--- src/rtl/fmosc_pkg.sv ---
package fmosc_pkg;

    // Configuration register indexes.
    localparam int CFG_IDX_W = 3;
    localparam logic [CFG_IDX_W-1:0] CFG_WAVEFORM   = 3'd0;
    localparam logic [CFG_IDX_W-1:0] CFG_FM_MODE    = 3'd1;
    localparam logic [CFG_IDX_W-1:0] CFG_PHASE_STEP = 3'd2;
    localparam logic [CFG_IDX_W-1:0] CFG_AMPLITUDE  = 3'd3;
    localparam logic [CFG_IDX_W-1:0] CFG_MOD_INDEX  = 3'd4;

    // Waveform codes.
    localparam logic [1:0] WAVE_SINE     = 2'd0;
    localparam logic [1:0] WAVE_TRIANGLE = 2'd1;
    localparam logic [1:0] WAVE_SAWTOOTH = 2'd2;
    localparam logic [1:0] WAVE_SQUARE   = 2'd3;

    // Modulation mode codes; the spare code behaves as carrier.
    localparam logic [1:0] FM_CARRIER = 2'd0;
    localparam logic [1:0] FM_LINEAR  = 2'd1;
    localparam logic [1:0] FM_EXP     = 2'd2;

    // Reset values of the registers.
    localparam logic [31:0]        PHASE_STEP_RESET = 32'd42852281;
    localparam logic [15:0]        AMPLITUDE_RESET  = 16'd32768;
    localparam logic signed [15:0] MOD_INDEX_RESET  = 16'sd256;

    // Arithmetic constants.
    localparam logic [63:0]        Q30_ONE        = 64'd1073741824;
    localparam logic [63:0]        HALF_PI_Q30    = 64'd1686629713;
    localparam logic [63:0]        LN2_Q30        = 64'd744261118;
    localparam logic [29:0]        INV_TWO_PI_Q32 = 30'd683565276;
    localparam logic signed [31:0] EXP_LIMIT      = 32'sd83886080;
    localparam logic [31:0]        HALF_TURN      = 32'h8000_0000;

    typedef enum logic [2:0] {
        ST_IDLE,
        ST_MULT,
        ST_PREP,
        ST_TBL,
        ST_EMUL,
        ST_UPD,
        ST_LOOK,
        ST_OUT
    } t_state;

    typedef struct packed {
        logic accept;
        logic mult;
        logic prep;
        logic tbl;
        logic emul;
        logic upd;
        logic look;
        logic outp;
    } t_dp_cmd;

    typedef struct packed {
        logic out_free;
    } t_dp_status;

endpackage

--- src/rtl/fmosc_ctrl.sv ---
module fmosc_ctrl
    import fmosc_pkg::*;
(
    input  logic       i_clk,
    input  logic       i_rst_n,
    input  logic       i_valid,
    input  t_dp_status i_status,
    output logic       o_stall,
    output t_dp_cmd    o_cmd
);

    t_state r_state;
    t_state n_state;

    always_ff @(posedge i_clk) begin
        if (!i_rst_n) begin
            r_state <= ST_IDLE;
        end else begin
            r_state <= n_state;
        end
    end

    always_comb begin
        n_state = r_state;
        o_cmd   = '0;
        o_stall = 1'b1;
        case (r_state)
            ST_IDLE: begin
                o_stall = 1'b0;
                if (i_valid) begin
                    o_cmd.accept = 1'b1;
                    n_state      = ST_MULT;
                end
            end
            ST_MULT: begin
                o_cmd.mult = 1'b1;
                n_state    = ST_PREP;
            end
            ST_PREP: begin
                o_cmd.prep = 1'b1;
                n_state    = ST_TBL;
            end
            ST_TBL: begin
                o_cmd.tbl = 1'b1;
                n_state   = ST_EMUL;
            end
            ST_EMUL: begin
                o_cmd.emul = 1'b1;
                n_state    = ST_UPD;
            end
            ST_UPD: begin
                o_cmd.upd = 1'b1;
                n_state   = ST_LOOK;
            end
            ST_LOOK: begin
                o_cmd.look = 1'b1;
                n_state    = ST_OUT;
            end
            ST_OUT: begin
                // The result register must be free before the item is finished.
                if (i_status.out_free) begin
                    o_cmd.outp = 1'b1;
                    n_state    = ST_IDLE;
                end
            end
            default: begin
                n_state = ST_IDLE;
            end
        endcase
    end

endmodule

--- config.mk ---
export PLATFORM = sky130hd
export DESIGN_NAME = fmosc_ctrl
export DESIGN_NICKNAME = d
export VERILOG_FILES = /design/src/rtl/fmosc_pkg.sv /design/src/rtl/fmosc_ctrl.sv
export SDC_FILE = /design/constraint.sdc
export NUM_CORES = 1
export LEC_CHECK = 0
export BUFFER_PORTS_ARGS = -buffer_cell sky130_fd_sc_hd__clkbuf_2
export CORE_AREA = 2 2 39 41
export CTS_CLUSTER_DIAMETER = 50
export DETAILED_ROUTE_END_ITERATION = 10
export DIE_AREA = 0 0 41 43
export GPL_TIMING_DRIVEN = 0
export PLACE_DENSITY = 0.47
export RECOVER_POWER = 100
export SYNTH_ARGS = -nofsm -noshare
export SYNTH_HDL_FRONTEND = slang
export SYNTH_SLANG_ARGS = --single-unit
--- constraint.sdc ---
create_clock -name i_clk -period 2.02 [get_ports i_clk]
set_input_delay 0.303 -clock i_clk [delete_from_list [all_inputs] [get_ports i_clk]]
set_output_delay 0.303 -clock i_clk [all_outputs]
set_load 0.01 [all_outputs]
==> results of run 1 <==
-- report_power, final --
group,leakage (nW),switching (mW),internal (mW)
clock,0.0150,0.0318,0.0741
combinational,0.0985,0.0414,0.0301
sequential,0.0247,0.00252,0.0660
-- through the flow --
step,area [µm²],power (mW)
2_1_floorplan,225,0.127
3_3_place_gp,305,0.152
3_5_place_dp,305,0.152
4_1_cts,332,0.264
5_1_grt,309,0.267
6_report,309,0.246
-- metal layers --
| metal | global-route usage, % | vias to the layer above |
|---|---|---|
| met3 | 3.14 | 0 |
| met5 | 0 | - |
| met2 | 7.19 | 8 |
| li1 | - | 125 |
| met4 | 10.0 | 0 |
| met1 | 9.62 | 89 |
-- cell usage in the layout (no fill, tap or decap) --
| master | n |
|---|---|
| buf_2 | 2 |
| dfxtp_1 | 3 |
| o21ai_0 | 1 |
| or3_4 | 1 |
| clkbuf_2 | 5 |
| o2bb2ai_1 | 1 |
| nor3b_2 | 1 |
| a21boi_0 | 1 |
| nor3b_1 | 3 |
| and3b_1 | 2 |
| nor2_1 | 3 |
| a21oi_1 | 2 |
| nand2_1 | 3 |
| clkbuf_1 | 9 |
| clkbuf_4 | 3 |
| nor2_2 | 2 |
| inv_1 | 2 |
-- final cells by class --
| cell class | instances | area [µm²] | share of cell area [%] |
|---|---|---|---|
| multi-input combinational | 20 | 130 | 42.1 |
| clock buffer | 4 | 26.3 | 8.50 |
| tap | 16 | 20.0 | 6.48 |
| timing repair buffer | 12 | 51.3 | 16.6 |
| buffer | 3 | 13.8 | 4.45 |
| inverter | 2 | 7.51 | 2.43 |
| sequential | 3 | 60.1 | 19.4 |
-- critical path, delay by kind of cell (launching register included) --
family | cells | cell delay, ps
buffers and inverters | 2 | 440
flip-flops | 1 | 320
AND/OR/NAND/NOR | 2 | 290
-- cell families (layout without fill, tap and decap cells) --
kind of cell	Yosys count	after routing	share of synthesized area, %
buffers and inverters	5	21	12.8
AOI/OAI and AO/OA	5	5	15.6
DFF	3	3	26.7
and+or+nand+nor	15	15	45.0
-- final timing paths --
check	startpoint	end	slack, ps	depth (start not counted)
setup reg to reg	r_state[0]	r_state[0]	860	3
hold reg to reg	r_state[1]	r_state[1]	620	2
hold / removal	i_rst_n	r_state[0]	320	2
setup / recovery	r_state[0]	o_cmd[0]	430	4
==> summary.txt, run 1 <==
Timing
  – Relative slew slack: about three quarters
  – RSZ-0062 raised after global routing: false
  – Worst setup margin: between 400 and 500 ps
  – Fin. max-slew vios: 0
  – Crit share post-route: about 79%
  – Worst Max-Slew Pin Slew: ~360 ps
  – Final hold slack: roughly 320 ps
  – Final setup violation count: 0
  – Final hold vios: 0
  – Tmin final: ~1600 ps
  – Fmax: about 630 MHz
  – Layout Skew: ~2.2 ps
  – Setup TNS: 0 ps

Yosys
  – Synth cell count leaders: dfxtp_1 (3), nor2_1 (3), nor3b_1 (3)
  – Post-Syn Nets: 32
  – EDFF count, synth: 0
  – Syn Std Cell Area: between 200 and 250 µm²
  – Synth unique cells: 16
  – Top-area cell type share of the netlist area: between 20% and 30%
  – Synthesized flop and latch total: 3
  – Average size of a mapped cell: between 8 and 9 µm²
  – Post-Syn Instances: 28
  – Seq/Total Area, Yosys: a little over a quarter
  – Synth warn: 0
  – Leading area contributor after synthesis: dfxtp_1
  – Leading post-synthesis cells by cell area: dfxtp_1 (27%), nor3b_1 (10%), and3b_1 (7.8%)
  – Main synth FF type: dfxtp_1
  – Asr flop ratio synth: 0%

Worst setup path
  – Worst Path Max Fanout: 10
  – Crit path capture type: output pin
  – CP Data Arrival Time: roughly 1300 ps
  – Max incr delay on CP: about 320 ps
  – CP startpoint kind: flip-flop
  – Crit Path Class: reg -> out
  – CP required: around 1700 ps
  – Worst-path cell chain: clkbuf_1 -> nand2_1 -> nor2_2 -> clkbuf_2
  – CP max stage cell: dfxtp_1

Route
  – Drc violations: 0
  – Final wirelength: between 500 and 600 µm
  – Metal3 WL: around 42 µm
  – M1 WL: around 250 µm
  – First-pass DRT Iterations: 4
  – Detail Route Antenna Nets: 0
  – Vias per inst: between 3 and 4
  – Starting DRT DRC Count: 3
  – Vias: approximately 220
  – Met2 WL: roughly 210 µm
  – DR top layer: met3
  – Drt wl/cell: roughly 8.4 µm

Clock network
  – TritonCTS Buffers: 3
  – CTS tree: built
  – CTS Hold Bufs: 0
  – Reg clk slew, reported paths: around 40 ps
  – H-tree levels: 1
  – Worst skew pair latency: ~230 ps
  – Sink Count: 3
  – # resized after CTS: 0
  – Root Buffer: clkbuf_4
  – Post-CTS Setup Bufs: 0
  – Max Buffers Root-to-Sink: 2

Die
  – Rows: 14
  – DIE WIDTH: about 40 µm
  – Initial Utilization: 16.3%
  – Die area: around 1800 µm²
  – I/O pin count: 13
  – Core area: 1380 µm²
  – DIE HEIGHT: 43 µm

Cells and area
  – Layout cells sized above 1: between 30% and 40%
  – Synth-to-layout area growth: 37.2%
  – Largest Register: r_state
  – Top Registers: r_state x3
  – Post-route insts no fill: 60
  – Final net count: between 40 and 50
  – Antenna diodes: 0
  – Largest register FFs: 3
  – Core Util, Final: 22.3%
  – Fillers: around 160

Job
  – Max-cap violation count: 0

Global routing
  – Initial antenna violation count: 0
  – Vias in the first global route: 197
  – First-pass GRT wire length: 807 µm
  – Grt total ovfl: 0
  – Total track usage: between 7 and 8%
  – Pin count of the biggest net entering global routing: 11

Place
  – Cells after DPL: between 50 and 60
  – Port Buffers: 12
  – Routability-driven placement congestion ratio: between 0.7 and 0.8
  – Pre-CTS WS: 844 ps
  – Hpwl dp: 349 µm

Power
  – Pleak: ~0.14 nW
  – Worst vdd ir: just under 0.0002 V
  – P per Cell Area: roughly 800 nW/µm²

Status
  – Status: finished clean

Hold path
  – HP Class: in -> reg
(Power assumes the default switching activity.)
==> run 2, diff against run 1 <==
==> constraint.sdc (replaced) <==
create_clock -name i_clk -period 1.6 [get_ports i_clk]
set_input_delay 0.24 -clock i_clk [delete_from_list [all_inputs] [get_ports i_clk]]
set_output_delay 0.24 -clock i_clk [all_outputs]
set_load 0.01 [all_outputs]
==> run 2 against run 1 <==
Net effect: count of clock-buffer cells in the layout did not move; worst setup slack lost 200 ps; sequential power up 27%; final area increased by 2.4%; routed wire length decreased by 0.60%; via count decreased by 0.90%; critical endpoint is now o_cmd[7]; largest cell class unchanged; largest power group unchanged; highest routed layer unchanged.
==> summary.txt, run 2 (synthesis results as in run 1) <==
Worst setup path
  – Worst Path Max Fanout: 2 (-8)
  – CP startpoint kind: flip-flop
  – Max incr delay on CP: 380 ps (+60 ps)
  – Crit Path Class: reg -> out
  – Crit path capture type: output pin
  – CP max stage cell: or3_4
  – CP Data Arrival Time: 1140 ps (-150 ps)
  – CP required: 1360 ps (-360 ps)
  – Worst-path cell chain: or3_4 -> nor2_2 -> clkbuf_1

Die
  – Core area: 1380 µm² (unchanged)
  – Die area: 1760 µm² (unchanged)
  – Rows: 14 (unchanged)
  – I/O pin count: 13 (unchanged)
  – DIE WIDTH: 41 µm (unchanged)
  – Initial Utilization: 16.3% (unchanged)
  – DIE HEIGHT: 43 µm (unchanged)

Hold path
  – HP Class: in -> reg

Job
  – Max-cap violation count: 0 (unchanged)

Timing
  – Final hold vios: 0 (unchanged)
  – Relative slew slack: 82.6% (+6.3 points)
  – Final setup violation count: 0 (unchanged)
  – Worst setup margin: 222 ps (-204 ps)
  – Worst Max-Slew Pin Slew: 259 ps (-97.2 ps)
  – Setup TNS: 0 ps (unchanged)
  – Crit share post-route: ~86%
  – RSZ-0062 raised after global routing: false
  – Fin. max-slew vios: 0 (unchanged)
  – Final hold slack: 253 ps (-62.9 ps)
  – Fmax: 726 MHz
  – Layout Skew: 2.19 ps (-0.000330 ps)
  – Tmin final: about 1400 ps

Clock network
  – TritonCTS Buffers: 3 (unchanged)
  – Post-CTS Setup Bufs: 0 (unchanged)
  – Worst skew pair latency: 230 ps (about the same)
  – CTS Hold Bufs: 0 (unchanged)
  – # resized after CTS: 0 (unchanged)
  – Reg clk slew, reported paths: 40 ps (about the same)
  – CTS tree: built
  – Sink Count: 3 (unchanged)
  – Max Buffers Root-to-Sink: 2 (unchanged)
  – Root Buffer: clkbuf_4
  – H-tree levels: 1 (unchanged)

Status
  – Status: finished clean

Cells and area
  – Register area: 60.1 µm² (unchanged)
  – Largest Register: r_state
  – Most common cell after layout, fill and taps aside: clkbuf_1
  – Post-route insts no fill: 60 (unchanged)
  – Area of the multi-input gates: 130 µm² (unchanged)
  – Top Registers: r_state x3
  – Fillers: 163 (unchanged)
  – Final Cell Area: 317 µm² (+2.4%)
  – Largest register FFs: 3 (unchanged)
  – Most frequent cells in the layout: clkbuf_1 (8), clkbuf_2 (5), nor2_1 (4)
  – Antenna diodes: 0 (unchanged)
  – Final net count: 49 (unchanged)
  – Synth-to-layout area growth: 40.6%
  – Core Util, Final: 22.9% (+0.54 points)
  – Layout cells sized above 1: 34.1% (+2.3 points)

Global routing
  – First-pass GRT wire length: 807 µm (unchanged)
  – Pin count of the biggest net entering global routing: 11 (unchanged)
  – Vias in the first global route: 197 (unchanged)
  – Grt total ovfl: 0 (unchanged)
  – Initial antenna violation count: 0 (unchanged)
  – Total track usage: 7.42% (unchanged)

Route
  – Starting DRT DRC Count: 3 (unchanged)
  – First-pass DRT Iterations: 4 (unchanged)
  – Drt wl/cell: 8.30 µm (-0.60%)
  – Vias: 220 (-0.90%)
  – Detail Route Antenna Nets: 0 (unchanged)
  – Drc violations: 0 (unchanged)
  – Final wirelength: 498 µm (-0.60%)
  – Vias per inst: 3.67 (-0.90%)

Power
  – Seq pwr share: 27.5% (-0.4 points)
  – Clock power frac: 42.2% (-0.8 points)
  – Net Switching: 0.0967 mW (+28%)
  – Worst vdd ir: 0.000254 V (+29%)
  – Total power: 0.317 mW (+29%)
  – Pleak: 0.144 nW (+4.2%)
  – P per Cell Area: 1000 nW/µm² (+26%)
  – Switch share: 30.5% (-0.26 points)
  – P_int: 0.220 mW (+29%)
  – Logic pwr share: 30.3% (+1.2 points)

Place
  – Routability-driven placement congestion ratio: 0.713 (unchanged)
  – Hpwl dp: 349 µm (unchanged)
  – Cells after DPL: 56 (unchanged)
  – Pre-CTS WS: 487 ps (-357 ps)
  – Port Buffers: 12 (unchanged)
  – Placed Area: 305 µm² (unchanged)
==> run 2: layer usage <==
layer  vias to the layer above  part of all wire (%)  track usage (%)
met3                         0                   8.4             3.14
met5                         -                     0                0
li1                        124                     -                -
met2                         8                    42             7.19
met1                        88                    50             9.62
met4                         0                     0             10.0
==> run 2: area by class of cell <==
type / instances / area share (%)
Buffer: 3 / 6.72
Sequential cell: 3 / 19.0
Tap cell: 16 / 6.32
Clock buffer: 4 / 8.30
Inverter: 2 / 2.37
Multi-Input combinational cell: 20 / 41.1
Timing Repair Buffer: 12 / 16.2
==> run 2: power by group through the flow <==
stage	clock network, mW	registers, mW	logic, mW
finish	0.134	0.0872	0.0960
global route	0.147	0.0881	0.109
CTS	0.141	0.0872	0.104
detailed placement	0	0.0884	0.104
global placement	0	0.0885	0.103
floorplan	0	0.0879	0.0730
==> run 2: path summary, 6_finish.rpt <==
| kind | from | to | slack, ps | depth (start not counted) |
|---|---|---|---|---|
| setup / recovery | r_state[1] | o_cmd[7] | 220 | 3 |
| hold / removal | i_rst_n | r_state[0] | 250 | 2 |
| setup reg to reg | r_state[0] | r_state[0] | 640 | 3 |
| hold reg to reg | r_state[1] | r_state[1] | 630 | 2 |
==> run 2: worst max-delay path, delay by kind of cell (launching register included) <==
| family | cells | cell delay (ps) |
|---|---|---|
| buffers and inverters | 1 | 150 |
| and+or+nand+nor | 2 | 460 |
| DFF | 1 | 300 |
==> run 3, diff against run 2 <==
==> constraint.sdc (replaced) <==
create_clock -name i_clk -period 1.6 [get_ports i_clk]
set_input_delay 0.08 -clock i_clk [delete_from_list [all_inputs] [get_ports i_clk]]
set_output_delay 0.08 -clock i_clk [all_outputs]
set_load 0.1 [all_outputs]
==> run 3 against run 2 <==
Net effect: register-to-register slack improved by 40 ps; critical path type unchanged; count of clock-buffer cells in the layout did not move; critical path depth did not move; worst setup slack got worse by 150 ps; largest cell class unchanged.
==> summary.txt, run 3 (synthesis results as in run 1) <==
Place
  – Port Buffers: 12 (unchanged)
  – Cells after DPL: 56 (unchanged)
  – Placed Area: 333 µm² (+9.0%)
  – Pre-CTS WS: 302 ps (-185 ps)
  – Routability-driven placement congestion ratio: 0.624 (-12%)

Timing
  – Layout Skew: 0.314 ps (-1.87 ps)
  – RSZ-0062 raised after global routing: false
  – Final hold vios: 0 (unchanged)
  – Fin. max-slew vios: 0 (unchanged)
  – Setup TNS: 0 ps (unchanged)
  – Fmax: 652 MHz (-10%)
  – Relative slew slack: 64.1% (-18 points)
  – Worst Max-Slew Pin Slew: 540 ps (+281 ps)
  – Tmin final: 1530 ps (+154 ps)
  – Crit share post-route: 95.8% (+9.7 points)
  – Worst setup margin: 67.4 ps (-154 ps)
  – Final hold slack: 105 ps (-149 ps)
  – Final setup violation count: 0 (unchanged)

Route
  – Starting DRT DRC Count: 1 (-2)
  – Vias per inst: 3.88 (+5.9%)
  – Final wirelength: 516 µm (+3.6%)
  – Vias: 233 (+5.9%)
  – Detail Route Antenna Nets: 0 (unchanged)
  – Drt wl/cell: 8.60 µm (+3.6%)
  – Drc violations: 0 (unchanged)
  – First-pass DRT Iterations: 2 (-2)

Cells and area
  – Final net count: 49 (unchanged)
  – Layout cells sized above 1: 59.1% (+25 points)
  – Antenna diodes: 0 (unchanged)
  – Synth-to-layout area growth: 51.7%
  – Core Util, Final: 24.7% (+1.8 points)
  – Post-route insts no fill: 60 (unchanged)
  – Largest Register: r_state
  – Most common cell after layout, fill and taps aside: clkbuf_2
  – Final Cell Area: 342 µm² (+7.9%)
  – Top Registers: r_state x3
  – Largest register FFs: 3 (unchanged)

Global routing
  – GRT busiest layer: met4
  – Grt met3 use: 3.14% (unchanged)
  – Total track usage: 7.04% (-0.38 points)
  – First-pass GRT wire length: 752 µm (-6.8%)
  – Initial antenna violation count: 0 (unchanged)
  – Vias in the first global route: 195 (-1.0%)
  – Pin count of the biggest net entering global routing: 11 (unchanged)
  – Grt total ovfl: 0 (unchanged)
  – M1 GR Usage: 7.12% (-2.5 points)
  – GR Util met2: 8.44% (+1.3 points)

Clock network
  – Reg clk slew, reported paths: 40 ps (about the same)
  – CTS Hold Bufs: 0 (unchanged)
  – # resized after CTS: 0 (unchanged)
  – H-tree levels: 1 (unchanged)
  – Root Buffer: clkbuf_4
  – Worst skew pair latency: 230 ps (about the same)
  – CTS tree: built
  – Max Buffers Root-to-Sink: 2 (unchanged)
  – Post-CTS Setup Bufs: 0 (unchanged)
  – TritonCTS Buffers: 3 (unchanged)
  – Sink Count: 3 (unchanged)

Worst setup path
  – CP max stage cell: clkbuf_2
  – CP required: 1520 ps (+160 ps)
  – Crit path launch: r_state[1]
  – CP Data Arrival Time: 1450 ps (+310 ps)
  – CP top delay family: simple AND/OR/NAND/NOR gates
  – Max incr delay on CP: 460 ps (+80 ps)
  – WP depth: 3 (unchanged)
  – Path depth of the worst reg2reg path: 4 (+1)
  – Crit Reg-Reg Startpoint: r_state[1]
  – Worst-path cell chain: or3_4 -> nor2_1 -> clkbuf_2
  – Crit path buf inv count: 1 (unchanged)
  – Worst Path Max Fanout: 2 (unchanged)
  – Critical Path End: o_cmd[7]
  – CP startpoint kind: flip-flop
  – Reg2Reg Setup Slack: 680 ps (+40 ps)
  – Crit path capture type: output pin
  – Worst R2R End: r_state[2]
  – Crit Path Class: reg -> out

Power
  – Pleak: 0.175 nW (+22%)
  – Worst vdd ir: 0.000334 V (+32%)
  – P per Cell Area: 1340 nW/µm² (+34%)
  – Total power: 0.457 mW (+44%)

Hold path
  – Hold Path Cell Cnt: 2 (unchanged)
  – HP Class: in -> reg

Job
  – Max-cap violation count: 0 (unchanged)

Status
  – Status: finished clean

Die
  – Die area: 1760 µm² (unchanged)
  – Initial Utilization: 16.3% (unchanged)
  – Core area: 1380 µm² (unchanged)
  – DIE HEIGHT: 43 µm (unchanged)
  – DIE WIDTH: 41 µm (unchanged)
  – I/O pin count: 13 (unchanged)
  – Rows: 14 (unchanged)
## run 3: cell count changes in the layout (fill, tap and decap cells not counted), sizes merged
cell | previous run | this run
clkbuf | 16 | 15
buf | 3 | 4
## run 3: area by class of cell
type / count / area, µm²
Fill cell: 167 / 1040
Clock buffer: 4 / 26.3
Multi-Input combinational cell: 20 / 146
Tap cell: 16 / 20.0
Sequential cell: 3 / 60.1
Inverter: 2 / 7.51
Timing Repair Buffer: 12 / 60.1
Buffer: 3 / 21.3
## run 3: routing by layer
| layer | up-vias | part of all wire [%] |
|---|---|---|
| li1 | 123 | - |
| met1 | 103 | 45 |
| met2 | 7 | 49 |
| met3 | 0 | 5.4 |
| met4 | 0 | 0 |
| met5 | - | 0 |
## run 3: how the worst min path moves through the flow
stage,from,end,slack (ps)
3_5_place_dp,i_rst_n,r_state[0],340
6_report,i_rst_n,r_state[0],100
2_1_floorplan,i_rst_n,r_state[0],200
5_1_grt,i_rst_n,r_state[0],100
4_1_cts,i_rst_n,r_state[0],90
3_3_place_gp,i_rst_n,r_state[0],330
## run 3: where the power goes
part / total, mW / switching, mW / internal (mW)
Combinational: 0.237 / 0.187 / 0.0496
Sequential: 0.0873 / 0.00390 / 0.0834
Clock: 0.132 / 0.0390 / 0.0934
Total: 0.457 / 0.230 / 0.226
## run 3: worst register-to-register path, stage by stage (launching register included)
cell,delay (ps)
dfxtp_1,310
buf_2,210
nand2_2,90
nor2_2,140
nor3b_2,60
